`config.mk`:
```
export PLATFORM = sky130hd
export DESIGN_NAME = led_fade_pwm_dimmer_flat
export DESIGN_NICKNAME = d
export VERILOG_FILES = /design/src/rtl/ldim_pkg.sv /design/src/rtl/ldim_if.sv /design/src/rtl/ldim_div.sv /design/src/rtl/led_fade_pwm_dimmer.sv /design/src/flat_wrapper.sv
export SDC_FILE = /design/constraint.sdc
export NUM_CORES = 1
export LEC_CHECK = 0
export ABC_AREA = 1
export BUFFER_PORTS_ARGS = -buffer_cell sky130_fd_sc_hd__buf_2
export CORE_MARGIN = 2
export CORE_UTILIZATION = 68
export CTS_CLUSTER_SIZE = 25
export DETAILED_ROUTE_END_ITERATION = 6
export GPL_ROUTABILITY_DRIVEN = 0
export HOLD_SLACK_MARGIN = 0.05
export PLACE_DENSITY = 0.92
export SLEW_MARGIN = 5
export SYNTH_ARGS = -nofsm -noshare
export SYNTH_HDL_FRONTEND = slang
export SYNTH_SLANG_ARGS = --single-unit
```
`constraint.sdc`:
```
create_clock -name i_clk -period 9.8 [get_ports i_clk]
set_clock_uncertainty 0.05 [all_clocks]
set_input_delay 0.98 -clock i_clk [delete_from_list [all_inputs] [get_ports i_clk]]
set_output_delay 0.98 -clock i_clk [all_outputs]
set_load 0.05 [all_outputs]
```
`src/rtl/ldim_pkg.sv`:
```
// shared types and constants for the led fade pwm dimmer
// no dependencies; imported by the interfaces and the top level
package ldim_pkg;

    localparam int FRAC_BITS = 16;
    localparam int CNT_W     = 16;
    localparam int LEDS_W    = 4;
    localparam int FSEC_W    = 8;
    localparam int PCT_W     = 8;
    localparam int LVL_W     = 7;
    localparam int BRIGHT_W  = 23;
    localparam int STEP_W    = 24;
    localparam int MASK_W    = 8;
    localparam int CFG_IDX_W = 2;
    localparam int CFG_DAT_W = 16;
    localparam int MAX_LEDS  = 8;

    localparam logic [LVL_W-1:0]    PCT_MAX    = 7'd100;
    localparam logic [BRIGHT_W-1:0] FULL_SCALE = 23'(100 << FRAC_BITS);
    localparam int                  SNAP_LSB   = 655;
    localparam int                  ROUND_LSB  = 6554;
    localparam logic [LEDS_W-1:0]   LED_LIM    =
        LEDS_W'((MAX_LEDS < MASK_W) ? MAX_LEDS : MASK_W);

    // reset values of the configuration registers
    localparam logic [CNT_W-1:0]  PERIOD_RST = 16'd100;
    localparam logic [LEDS_W-1:0] LEDS_RST   = 4'd1;
    localparam logic              FADE_RST   = 1'b1;
    localparam logic [FSEC_W-1:0] FSEC_RST   = 8'd5;

    typedef enum logic [CFG_IDX_W-1:0] {
        CFG_PERIOD   = 2'd0,
        CFG_LEDS     = 2'd1,
        CFG_FADE_EN  = 2'd2,
        CFG_FADE_SEC = 2'd3
    } t_cfg_idx;

    typedef enum logic [4:0] {
        S_IDLE = 5'b00001,
        S_PREP = 5'b00010,
        S_DIV  = 5'b00100,
        S_TICK = 5'b01000,
        S_FIN  = 5'b10000
    } t_state;

endpackage

```
`src/rtl/ldim_if.sv`:
```
// valid/ready channel interfaces: item input, result output, register writes
// depends on ldim_pkg for field widths
interface ldim_in_if;
    import ldim_pkg::*;
    logic             valid;
    logic             ready;
    logic             func;
    logic [PCT_W-1:0] target_percent;
    modport source (output valid, func, target_percent, input ready);
    modport sink (input valid, func, target_percent, output ready);
endinterface

interface ldim_out_if;
    import ldim_pkg::*;
    logic              valid;
    logic              ready;
    logic [MASK_W-1:0] lit_mask;
    logic [MASK_W-1:0] pin_levels;
    logic [LVL_W-1:0]  brightness_level;
    modport source (output valid, lit_mask, pin_levels, brightness_level, input ready);
    modport sink (input valid, lit_mask, pin_levels, brightness_level, output ready);
endinterface

interface ldim_cfg_if;
    import ldim_pkg::*;
    logic                 valid;
    logic                 ready;
    logic [CFG_IDX_W-1:0] index;
    logic [CFG_DAT_W-1:0] data;
    modport source (output valid, index, data, input ready);
    modport sink (input valid, index, data, output ready);
endinterface

```
`src/rtl/ldim_div.sv`:
```
// iterative restoring divider, one quotient bit per cycle
// standalone; used by led_fade_pwm_dimmer for the fade step
module ldim_div #(
    parameter int N_W = 23,
    parameter int D_W = 20
) (
    input  logic           i_clk,
    input  logic           i_rst_n,
    input  logic           i_start,
    input  logic [N_W-1:0] i_num,
    input  logic [D_W-1:0] i_den,
    output logic           o_done,
    output logic [N_W-1:0] o_quo
);
    localparam int C_W = (N_W > 1) ? $clog2(N_W) : 1;

    logic [D_W-1:0] r_rem, n_rem;
    logic [N_W-1:0] r_quo, n_quo;
    logic [D_W-1:0] r_den;
    logic [C_W-1:0] r_cnt;
    logic           r_busy;
    logic           r_done;

    logic [D_W:0]   trial;
    logic [D_W:0]   diff;
    logic           ge;

    always_comb begin
        trial = {r_rem, r_quo[N_W-1]};
        diff  = trial - {1'b0, r_den};
        ge    = trial >= {1'b0, r_den};
        n_rem = ge ? diff[D_W-1:0] : trial[D_W-1:0];
        n_quo = {r_quo[N_W-2:0], ge};
    end

    always_ff @(posedge i_clk) begin
        if (!i_rst_n) begin
            r_busy <= 1'b0;
            r_done <= 1'b0;
            r_cnt  <= '0;
        end else begin
            r_done <= 1'b0;
            if (i_start) begin
                r_busy <= 1'b1;
                r_cnt  <= '0;
                r_rem  <= '0;
                r_quo  <= i_num;
                r_den  <= i_den;
            end else if (r_busy) begin
                r_rem <= n_rem;
                r_quo <= n_quo;
                r_cnt <= r_cnt + 1'b1;
                if (r_cnt == C_W'(N_W - 1)) begin
                    r_busy <= 1'b0;
                    r_done <= 1'b1;
                end
            end
        end
    end

    assign o_done = r_done;
    assign o_quo  = r_quo;

endmodule

```
`src/rtl/led_fade_pwm_dimmer.sv`:
```
// led fade pwm dimmer: a tick word runs S_TICK then S_FIN, a set word S_FIN
// alone without fade, or S_PREP, S_DIV (23 iterations of the restoring
// divider, one quotient bit a cycle) and S_FIN with fade; S_FIN loads the
// output register. one word at a time: a new word is taken once the previous
// one has left S_FIN, even while its result still waits in the output register.
// synchronous active-low reset loads register defaults and clears control state.
module led_fade_pwm_dimmer #(
    parameter int TICKS_PER_SECOND = 1000
) (
    input  logic       i_clk,
    input  logic       i_rst_n,
    ldim_in_if.sink    i_item,
    ldim_cfg_if.sink   i_cfg,
    ldim_out_if.source o_res
);
    import ldim_pkg::*;

    localparam int DIV_W = $clog2((2 ** FSEC_W - 1) * TICKS_PER_SECOND + 1);

    // configuration
    logic [CNT_W-1:0]  r_period;
    logic [LEDS_W-1:0] r_leds;
    logic              r_fade_en;
    logic [FSEC_W-1:0] r_fsec;

    // dimmer state
    t_state                    r_state, n_state;
    logic [CNT_W-1:0]          r_pcnt, n_pcnt;
    logic [BRIGHT_W-1:0]       r_bright, n_bright;
    logic signed [STEP_W-1:0]  r_step, n_step;
    logic [LVL_W-1:0]          r_target, n_target;
    logic [MASK_W-1:0]         r_mask, n_mask;
    logic                      r_is_tick, n_is_tick;
    logic                      r_neg, n_neg;
    logic                      r_nz, n_nz;

    // output register
    logic                      r_ovalid, n_ovalid;
    logic [MASK_W-1:0]         r_omask, n_omask;
    logic [LVL_W-1:0]          r_olevel, n_olevel;

    // datapath
    logic [LVL_W-1:0]          pct_clamp;
    logic [BRIGHT_W-1:0]       tgt_b;
    logic signed [STEP_W-1:0]  diff;
    logic [BRIGHT_W-1:0]       mag;
    logic [DIV_W-1:0]          den;
    logic                      div_start;
    logic                      div_done;
    logic [BRIGHT_W-1:0]       div_quo;
    logic [BRIGHT_W-1:0]       quo_fix;
    logic [CNT_W:0]            pcnt_inc;
    logic signed [25:0]        nb;
    logic signed [25:0]        tgt_s;
    logic signed [25:0]        dnb;
    logic signed [25:0]        sel;
    logic                      passed;
    logic                      snap;
    logic [BRIGHT_W:0]         lvl_sum;
    logic [LVL_W-1:0]          lvl;
    logic                      lvl_gt;
    logic [LEDS_W-1:0]         lim;
    logic [MASK_W-1:0]         lit;

    ldim_div #(
        .N_W (BRIGHT_W),
        .D_W (DIV_W)
    ) u_div (
        .i_clk   (i_clk),
        .i_rst_n (i_rst_n),
        .i_start (div_start),
        .i_num   (mag),
        .i_den   (den),
        .o_done  (div_done),
        .o_quo   (div_quo)
    );

    // configuration writes, taken on any cycle
    assign i_cfg.ready = 1'b1;

    always_ff @(posedge i_clk) begin
        if (!i_rst_n) begin
            r_period  <= PERIOD_RST;
            r_leds    <= LEDS_RST;
            r_fade_en <= FADE_RST;
            r_fsec    <= FSEC_RST;
        end else if (i_cfg.valid) begin
            unique case (t_cfg_idx'(i_cfg.index))
                CFG_PERIOD:   r_period  <= i_cfg.data[CNT_W-1:0];
                CFG_LEDS:     r_leds    <= i_cfg.data[LEDS_W-1:0];
                CFG_FADE_EN:  r_fade_en <= i_cfg.data[0];
                CFG_FADE_SEC: r_fsec    <= i_cfg.data[FSEC_W-1:0];
                default:      r_period  <= r_period;
            endcase
        end
    end

    always_comb begin
        pct_clamp = (i_item.target_percent > {1'b0, PCT_MAX})
                  ? PCT_MAX : i_item.target_percent[LVL_W-1:0];
        tgt_b     = {r_target, {FRAC_BITS{1'b0}}};

        // distance and divisor for the fade step
        diff = $signed({1'b0, tgt_b}) - $signed({1'b0, r_bright});
        mag  = diff[STEP_W-1] ? BRIGHT_W'(-diff) : diff[BRIGHT_W-1:0];
        den  = DIV_W'(r_fsec) * DIV_W'(TICKS_PER_SECOND);

        // a zero quotient over a non-zero distance still moves one lsb
        quo_fix = (div_quo == '0 && r_nz) ? BRIGHT_W'(1) : div_quo;

        // tick: counter wrap and one fade step with snap and clamp
        pcnt_inc = {1'b0, r_pcnt} + 1'b1;
        nb       = $signed({3'b0, r_bright}) + 26'(r_step);
        tgt_s    = $signed({3'b0, tgt_b});
        dnb      = nb - tgt_s;
        passed   = (!r_step[STEP_W-1] && r_step != '0 && nb > tgt_s)
                || (r_step[STEP_W-1] && nb < tgt_s);
        snap     = (dnb < 26'sd656) && (dnb > -26'sd656);
        sel      = (passed || snap) ? tgt_s : nb;
        if (sel < 26'sd0) begin
            sel = '0;
        end else if (sel > $signed({3'b0, FULL_SCALE})) begin
            sel = $signed({3'b0, FULL_SCALE});
        end

        // duty level and led mask
        lvl_sum = {1'b0, r_bright} + (BRIGHT_W + 1)'(ROUND_LSB);
        lvl     = lvl_sum[FRAC_BITS +: LVL_W];
        lvl_gt  = {{(CNT_W - LVL_W){1'b0}}, lvl} > r_pcnt;
        lim     = (r_leds > LED_LIM) ? LED_LIM : r_leds;
        for (int i = 0; i < MASK_W; i++) begin
            lit[i] = lvl_gt && (LEDS_W'(i) < lim);
        end
    end

    assign i_item.ready = (r_state == S_IDLE);

    always_comb begin
        n_state   = r_state;
        n_pcnt    = r_pcnt;
        n_bright  = r_bright;
        n_step    = r_step;
        n_target  = r_target;
        n_mask    = r_mask;
        n_is_tick = r_is_tick;
        n_neg     = r_neg;
        n_nz      = r_nz;
        n_ovalid  = r_ovalid;
        n_omask   = r_omask;
        n_olevel  = r_olevel;
        div_start = 1'b0;

        if (r_ovalid && o_res.ready) begin
            n_ovalid = 1'b0;
        end

        unique case (r_state)
            S_IDLE: begin
                if (i_item.valid) begin
                    n_is_tick = !i_item.func;
                    if (i_item.func) begin
                        n_target = pct_clamp;
                        if (r_fade_en && r_fsec != '0) begin
                            n_state = S_PREP;
                        end else begin
                            n_bright = {pct_clamp, {FRAC_BITS{1'b0}}};
                            n_state  = S_FIN;
                        end
                    end else begin
                        n_state = S_TICK;
                    end
                end
            end
            S_PREP: begin
                div_start = 1'b1;
                n_neg     = diff[STEP_W-1];
                n_nz      = (mag != '0);
                n_state   = S_DIV;
            end
            S_DIV: begin
                if (div_done) begin
                    n_step  = r_neg ? -$signed({1'b0, quo_fix}) : $signed({1'b0, quo_fix});
                    n_state = S_FIN;
                end
            end
            S_TICK: begin
                n_pcnt = (pcnt_inc >= {1'b0, r_period}) ? '0 : pcnt_inc[CNT_W-1:0];
                if (r_fade_en && r_bright != tgt_b) begin
                    n_bright = sel[BRIGHT_W-1:0];
                end
                n_state = S_FIN;
            end
            S_FIN: begin
                // wait for the output register to free up
                if (!r_ovalid || o_res.ready) begin
                    n_ovalid = 1'b1;
                    n_omask  = r_is_tick ? lit : r_mask;
                    n_olevel = lvl;
                    if (r_is_tick) begin
                        n_mask = lit;
                    end
                    n_state = S_IDLE;
                end
            end
            default: n_state = S_IDLE;
        endcase
    end

    always_ff @(posedge i_clk) begin
        if (!i_rst_n) begin
            r_state   <= S_IDLE;
            r_pcnt    <= '0;
            r_bright  <= '0;
            r_step    <= '0;
            r_target  <= '0;
            r_mask    <= '0;
            r_is_tick <= 1'b0;
            r_neg     <= 1'b0;
            r_nz      <= 1'b0;
            r_ovalid  <= 1'b0;
        end else begin
            r_state   <= n_state;
            r_pcnt    <= n_pcnt;
            r_bright  <= n_bright;
            r_step    <= n_step;
            r_target  <= n_target;
            r_mask    <= n_mask;
            r_is_tick <= n_is_tick;
            r_neg     <= n_neg;
            r_nz      <= n_nz;
            r_ovalid  <= n_ovalid;
        end
    end

    always_ff @(posedge i_clk) begin
        r_omask  <= n_omask;
        r_olevel <= n_olevel;
    end

    assign o_res.valid            = r_ovalid;
    assign o_res.lit_mask         = r_omask;
    assign o_res.pin_levels       = ~r_omask;
    assign o_res.brightness_level = r_olevel;

    a_bright_range: assert property (@(posedge i_clk) disable iff (!i_rst_n)
        r_bright <= FULL_SCALE)
        else $error("brightness above full scale");

    a_div_done_state: assert property (@(posedge i_clk) disable iff (!i_rst_n)
        div_done |-> r_state == S_DIV)
        else $error("divider finished outside the divide state");

    a_mask_on_tick: assert property (@(posedge i_clk) disable iff (!i_rst_n)
        (r_mask != $past(r_mask)) |-> $past(r_state == S_FIN && r_is_tick))
        else $error("pin mask changed outside a tick");

    a_level_range: assert property (@(posedge i_clk) disable iff (!i_rst_n)
        r_ovalid |-> r_olevel <= PCT_MAX)
        else $error("duty level above 100");

endmodule

```
`src/flat_wrapper.sv`:
```
// flat-port wrapper written by rule: the top's interface ports become plain ports
module led_fade_pwm_dimmer_flat import ldim_pkg::*;
#(
    parameter int TICKS_PER_SECOND = 1000
)
  (i_clk, i_rst_n, i_item_valid, i_item_func, i_item_target_percent, i_item_ready, i_cfg_valid, i_cfg_index, i_cfg_data, i_cfg_ready, o_res_valid, o_res_lit_mask, o_res_pin_levels, o_res_brightness_level, o_res_ready);
  ldim_in_if i_item_i ();
  ldim_cfg_if i_cfg_i ();
  ldim_out_if o_res_i ();
  input  logic i_clk;
  input  logic i_rst_n;
  input wire logic [$bits(i_item_i.valid)-1:0] i_item_valid;
  input wire logic [$bits(i_item_i.func)-1:0] i_item_func;
  input wire logic [$bits(i_item_i.target_percent)-1:0] i_item_target_percent;
  output wire logic [$bits(i_item_i.ready)-1:0] i_item_ready;
  input wire logic [$bits(i_cfg_i.valid)-1:0] i_cfg_valid;
  input wire logic [$bits(i_cfg_i.index)-1:0] i_cfg_index;
  input wire logic [$bits(i_cfg_i.data)-1:0] i_cfg_data;
  output wire logic [$bits(i_cfg_i.ready)-1:0] i_cfg_ready;
  output wire logic [$bits(o_res_i.valid)-1:0] o_res_valid;
  output wire logic [$bits(o_res_i.lit_mask)-1:0] o_res_lit_mask;
  output wire logic [$bits(o_res_i.pin_levels)-1:0] o_res_pin_levels;
  output wire logic [$bits(o_res_i.brightness_level)-1:0] o_res_brightness_level;
  input wire logic [$bits(o_res_i.ready)-1:0] o_res_ready;
  assign i_item_i.valid = i_item_valid;
  assign i_item_i.func = i_item_func;
  assign i_item_i.target_percent = i_item_target_percent;
  assign i_item_ready = i_item_i.ready;
  assign i_cfg_i.valid = i_cfg_valid;
  assign i_cfg_i.index = i_cfg_index;
  assign i_cfg_i.data = i_cfg_data;
  assign i_cfg_ready = i_cfg_i.ready;
  assign o_res_valid = o_res_i.valid;
  assign o_res_lit_mask = o_res_i.lit_mask;
  assign o_res_pin_levels = o_res_i.pin_levels;
  assign o_res_brightness_level = o_res_i.brightness_level;
  assign o_res_i.ready = o_res_ready;
  led_fade_pwm_dimmer #(.TICKS_PER_SECOND(TICKS_PER_SECOND)) u_core (.i_clk(i_clk), .i_rst_n(i_rst_n), .i_item(i_item_i), .i_cfg(i_cfg_i), .o_res(o_res_i));
endmodule
```
After elaboration in Yosys (flattened, before gate mapping)
Cells that the tools add are included.

Bitwise operators: 3. Add/sub/neg operators: 9. Reduce and logical (&&, ||, !) cells: 43. Magnitude comparators: 19. Multipliers: 1. Mux-type cells: 33. Eq/ne operators: 16.

Operator list (count): $mux 23 (10); $pmux 23 s2 (1); $mux 18 (2); $gt 26x11->1 const B (1); $gt 26x24->1 (1); $gt 26x24->1 const B (1); $lt 26x1->1 const B (1); $lt 26x11->1 const B (1); $lt 26x24->1 (1); $mux 26 (1); $sub 26x24->26 (1); $add 24x24->25 (1); $mux 5 (5); $pmux 5 s5 (1); $mux 24 (1); $neg 23->24 (1); $reduce_bool 24->1 (1); $sub 23x23->24 (1); $add 23x13->23 const B (1); $logic_not 23->1 (1); $ne 23x23->1 (1); $neg 23->23 (1); $reduce_bool 23->1 (1); $ge 19x18->1 (1); other kinds (38) (86).

Bits of input ports: 32. Word-level logic and storage cells: 146. Output and inout bits: 26. Bits in registers: 194.

Logic depth before layout (Yosys ltp)
Depth in word-level cells: 11. Depth in mapped cells: 39.

Hierarchy
From an unflattened synthesis, not the netlist that was laid out.

Cells, all modules: 2225. Area total of the unflattened synthesis: 15417.3 µm².

By module, submodules not included: led_fade_pwm_dimmer (area each 11513.5 µm², times used 1, sequential area each 2772.7 µm², cells an instance 1749); ldim_div (area each 3903.7 µm², times used 1, sequential area each 1911.8 µm², cells an instance 476).

Worst setup path after synthesis
Ideal clock, no wire load.

Path kind: register -> register. Start: reg u_core.r_fsec[2]. End: reg u_core.u_div.r_den[16], data pin. Setup time: 0.257 ns. Period minus slack after synthesis: 4.386 ns. Arrival: 4.079 ns. Setup slack: 5.414 ns. Cell stages (with the launch flop): 21. Path through: dfxtp_1 -> fa_1 -> inv_1 -> fa_1 -> fa_1 -> inv_1 -> fa_1 -> ha_1 -> a21oi_1 -> nand2_1 -> a21oi_1 -> inv_1 -> a21oi_1 -> nor2_1 -> nor2_1 -> inv_1 -> a21oi_1 -> nor2_1 -> o21ai_0 -> nand2_1 -> xor2_1.

Longest elaborated chain between the ends: 1.

RTL lines: start: declaration (RTL line led_fade_pwm_dimmer.sv:24) `logic [FSEC_W-1:0] r_fsec;`; start signal: assignment (RTL line led_fade_pwm_dimmer.sv:92) `CFG_FADE_SEC: r_fsec <= i_cfg.data[FSEC_W-1:0];`; $mul 8x7->15 (RTL line led_fade_pwm_dimmer.sv:106) `den = DIV_W'(r_fsec) * DIV_W'(TICKS_PER_SECOND);`; named net u_core.den[16] (RTL line led_fade_pwm_dimmer.sv:47) `logic [DIV_W-1:0] den;`; end signal: assignment (RTL line ldim_div.sv:48) `r_den <= i_den;`; end: declaration (RTL line ldim_div.sv:19) `logic [D_W-1:0] r_den;`.

The timed path passes the listed nets, and every way through them passes these cells. A chain may end at the register's enable or synchronous reset.

Worst setup path after layout
Start: reg u_core.r_bright[0]. End: reg u_core.r_bright[4].

Longest elaborated chain between the ends: 11. Elaborated cells between the ends (all ways): 22. Those cells by class: add/sub: 2; order compare: 6; eq/ne: 2; mux: 5; reduce/logical: 7.

RTL lines: start: declaration (RTL line led_fade_pwm_dimmer.sv:29) `logic [BRIGHT_W-1:0] r_bright, n_bright;`; start signal: assignment (RTL line led_fade_pwm_dimmer.sv:224) `r_bright <= n_bright;`; $add 24x24->25 (RTL line led_fade_pwm_dimmer.sv:113) `nb = $signed({3'b0, r_bright}) + 26'(r_step);`; $sub 26x24->26 (tied with other cells) (RTL line led_fade_pwm_dimmer.sv:115) `dnb = nb - tgt_s;`; $lt 26x11->1 (tied with other cells) (RTL line led_fade_pwm_dimmer.sv:118) `snap = (dnb < 26'sd656) && (dnb > -26'sd656);`; $logic_and 1x1->1 or $logic_or 1x1->1 (tied branches) (RTL line led_fade_pwm_dimmer.sv:118, led_fade_pwm_dimmer.sv:117); $logic_or 1x1->1 (RTL line led_fade_pwm_dimmer.sv:119) `sel = (passed || snap) ? tgt_s : nb;`; $mux 26 (RTL line led_fade_pwm_dimmer.sv:119); $gt 26x24->1 (RTL line led_fade_pwm_dimmer.sv:122) `end else if (sel > $signed({3'b0, FULL_SCALE})) begin`; $mux 23 (RTL line led_fade_pwm_dimmer.sv:122); $mux 23 (RTL line led_fade_pwm_dimmer.sv:120) `if (sel < 26'sd0) begin`; $mux 23 (RTL line led_fade_pwm_dimmer.sv:188) `if (r_fade_en && r_bright != tgt_b) begin`; $pmux 23 s2 (RTL line led_fade_pwm_dimmer.sv:157) `unique case (r_state)`.

Several ways; a longest one is shown, not always the timed one. The select of a mux whose other input is x is not followed.

==> reports/qor.csv <==
metric,value,unit
FMAX,194,MHz
Initial Util,0.690,
Die X,150,um
Slew headroom,0.287,
worst-case vdd ir drop,0.145,mV
placed cell count,2302,
failing checks,design-rule violations,
CP Data Arrival Time,5480,ps
Clock Tree Buf Depth,2,
vias in the first global route,13100,
CTS tree,done,
max cap viols,0,
CTS Sinks,194,
Cells on Worst Hold Path,2,
post-DP HPWL,27400,um
Post-CTS Hold Buffers,0,
most frequent cells in the layout,"nand2_1, inv_1, nor2_1, a21oi_1, o21ai_0",
share of flip-flops with an asynchronous set or reset,0,
Tmin final,5150,ps
slowest CP cell,fa_1,
Hold Fails Final Rpt,0,
port bufs,56,
Core ar.,0.0210,mm2
R2R depth,30,
HP Class,reg -> reg,
DIE HEIGHT,150,um
sequential-to-total area share from yosys stat,0.318,
Final Net Count,2225,
Yosys top cell area share,0.170,
drt pass-1 iters,7,
"Clk Latency, worst-skew pair",460,ps
max-slew violation count,0,
most frequent cell on the critical path,nor2_1,
starting DRC count in detailed routing,1398,
Synth area leaders,"dfxtp_1, edfxtp_1, ha_1, nand2_1, inv_1",
Setup crit start kind,register,
Netlist cell types,51,
GR Overflow Total,0,
pin slew with the least headroom to its limit,1060,ps
die area,0.0225,mm2
run status,finished with violations,
Syn Nets,2187,
DRC viols,2,
CP max stage delay,400,ps
Setup TNS,0,ps
Post-CTS Setup Inserts,0,
"Cell Count, Final, Fillers Out",2334,
"commonest non-fill, non-tap cell in the layout",nand2_1,
Root Buffer,clkbuf_16,
Layout area overhead,7.39,%
ANT nets after route,0,
r2r startpoint,u_core.r_bright[0],
drt total wl,37600,um
Final period util,0.526,
RSZ-0062 raised after global routing,no,
Worst-path clk slew,80,ps
drt via density,5.92,
largest net degree at the start of global routing,62,
Setup-failing EPs final,0,
H-tree levels,4,
Boundary Pins,58,
diode count,0,
number of synthesized register bits,194,
first-pass GRT wire length,60800,um
Post-CTS Resized,0,
Static Leak,7.55,nW
kind of capture point of the worst setup path,register,
CTS buffer count,17,
share of cells above drive strength 1,0.0670,
worst hold start,u_core.r_period[4],
CP Depth,30,
GR Util All Layers,0.336,
ys flop type,dfxtp_1,
Post-synth EDFFs,71,
YS warnings,0,
Critical path buffers and inverters,3,
kind of cell adding the most delay to the critical path,simple AND/OR/NAND/NOR gates,
Routed WL per cell,16.1,um
via count,13800,
WP data required,10130,ps
initial antenna violation count,0,
post-synth top area cell,dfxtp_1,
Syn Area/Cell,7.20,um2
Synth Cell Area,0.0145,mm2
critical path class,reg -> reg,
critical path startpoint,u_core.r_bright[0],
Synth Instances,2008,
Critical Path Fanout Max,15,
Core Rows,53,
cell area power density,151,mW/mm2
fill count,1501,
-- final cells by class --
| cell class | count | area (um2) | area share |
|---|---|---|---|
| repair buffers | 64 | 340 | 0.0219 |
| inverters | 347 | 1300 | 0.0838 |
| multi-input cells | 1422 | 8380 | 0.540 |
| clock buffers | 17 | 425 | 0.0274 |
| flip-flops and latches | 194 | 4590 | 0.296 |
| clock inverters | 15 | 144 | 0.00926 |
| well taps | 275 | 344 | 0.0221 |
-- sequential cells by signal, summed over array words and instances (netlist names) --
signal	flops
u_core.r_pcnt	16
u_core.r_period	16
u_core.r_leds	4
u_core.o_res.valid	1
u_core.r_target	7
u_core.r_is_tick	1
u_core.r_neg	1
u_core.r_fade_en	1
u_core.r_bright	23
u_core.r_mask	8
u_core.u_div.o_quo	23
u_core.o_res.lit_mask	8
u_core.u_div.r_den	15
u_core.r_nz	1
u_core.r_step	24
u_core.u_div.r_cnt	5
u_core.u_div.r_rem	18
u_core.o_res.brightness_level	7
u_core.u_div.o_done	1
u_core.r_fsec	8
u_core.u_div.r_busy	1
u_core.r_state	5
-- logic make-up (layout without fill, tap and decap cells) --
| group | Yosys count | in the layout | synth area share |
|---|---|---|---|
| AND/OR/NAND/NOR | 805 | 805 | 0.240 |
| buffers and inverters | 392 | 443 | 0.103 |
| AO/OA/AOI/OAI | 372 | 372 | 0.141 |
| flip-flops | 194 | 194 | 0.318 |
| adder cells (fa/ha/maj) | 147 | 147 | 0.140 |
| XOR/XNOR | 97 | 97 | 0.0587 |
| other | 1 | 1 | 0.000259 |
-- worst reg2reg max path, delay by kind of cell, from the launching register on --
family / cells / cell delay, ps
AO/OA/AOI/OAI: 7 / 1120
XOR/XNOR: 1 / 210
adder cells (fa/ha/maj): 3 / 950
buffers and inverters: 3 / 260
flip-flops: 1 / 390
AND/OR/NAND/NOR: 16 / 2100
-- routing by layer --
layer | global-route usage | share of wire
met5 | 0 | 0
met1 | 0.414 | 0.40
met3 | 0.0433 | 0.071
met2 | 0.575 | 0.48
met4 | 0.179 | 0.052
-- Yosys cell counts (all sizes together) (4+ instances only) --
master	count
nor2	204
clkbuf	41
fa	25
o211ai	8
xnor2	18
nor4	16
ha	122
dfxtp	123
o22ai	10
xor2	79
o21ai	148
a31oi	13
nand4	36
o221ai	6
nand3	76
a21oi	156
inv	343
nand2	420
nand3b	9
clkinv	4
edfxtp	71
o21a	4
nor3	35
o21bai	7
buf	4
-- stage by stage --
step | worst slack (ps) | power, W | instance area (um2) | hold slack [ps] | util
floorplan | 5410 | 0.00147 | 14500 | 380 | -
global placement | 5050 | 0.00160 | 15000 | 395 | 0.714
detailed placement | 4770 | 0.00164 | 15000 | 405 | 0.714
CTS | 4750 | 0.00232 | 15500 | 416 | 0.741
global route | 4160 | 0.00245 | 15500 | 443 | 0.741
finish | 4650 | 0.00234 | 15500 | 414 | 0.741
-- final timing paths --
check / endpoint / slack [ps]
setup reg to reg: u_core.r_bright[4] / 4650
hold / removal: u_core.r_period[4] / 410
setup / recovery: u_core.r_bright[4] / 4650
hold reg to reg: u_core.r_period[4] / 410
-- power by group --
group / total, W / leakage, nW / internal, W / switching, W
Sequential: 0.000904 / 1.64 / 0.000875 / 0.0000291
Combinational: 0.000754 / 5.63 / 0.000265 / 0.000489
Clock: 0.000684 / 0.277 / 0.000337 / 0.000346
Power figures use the tool's default switching activity.
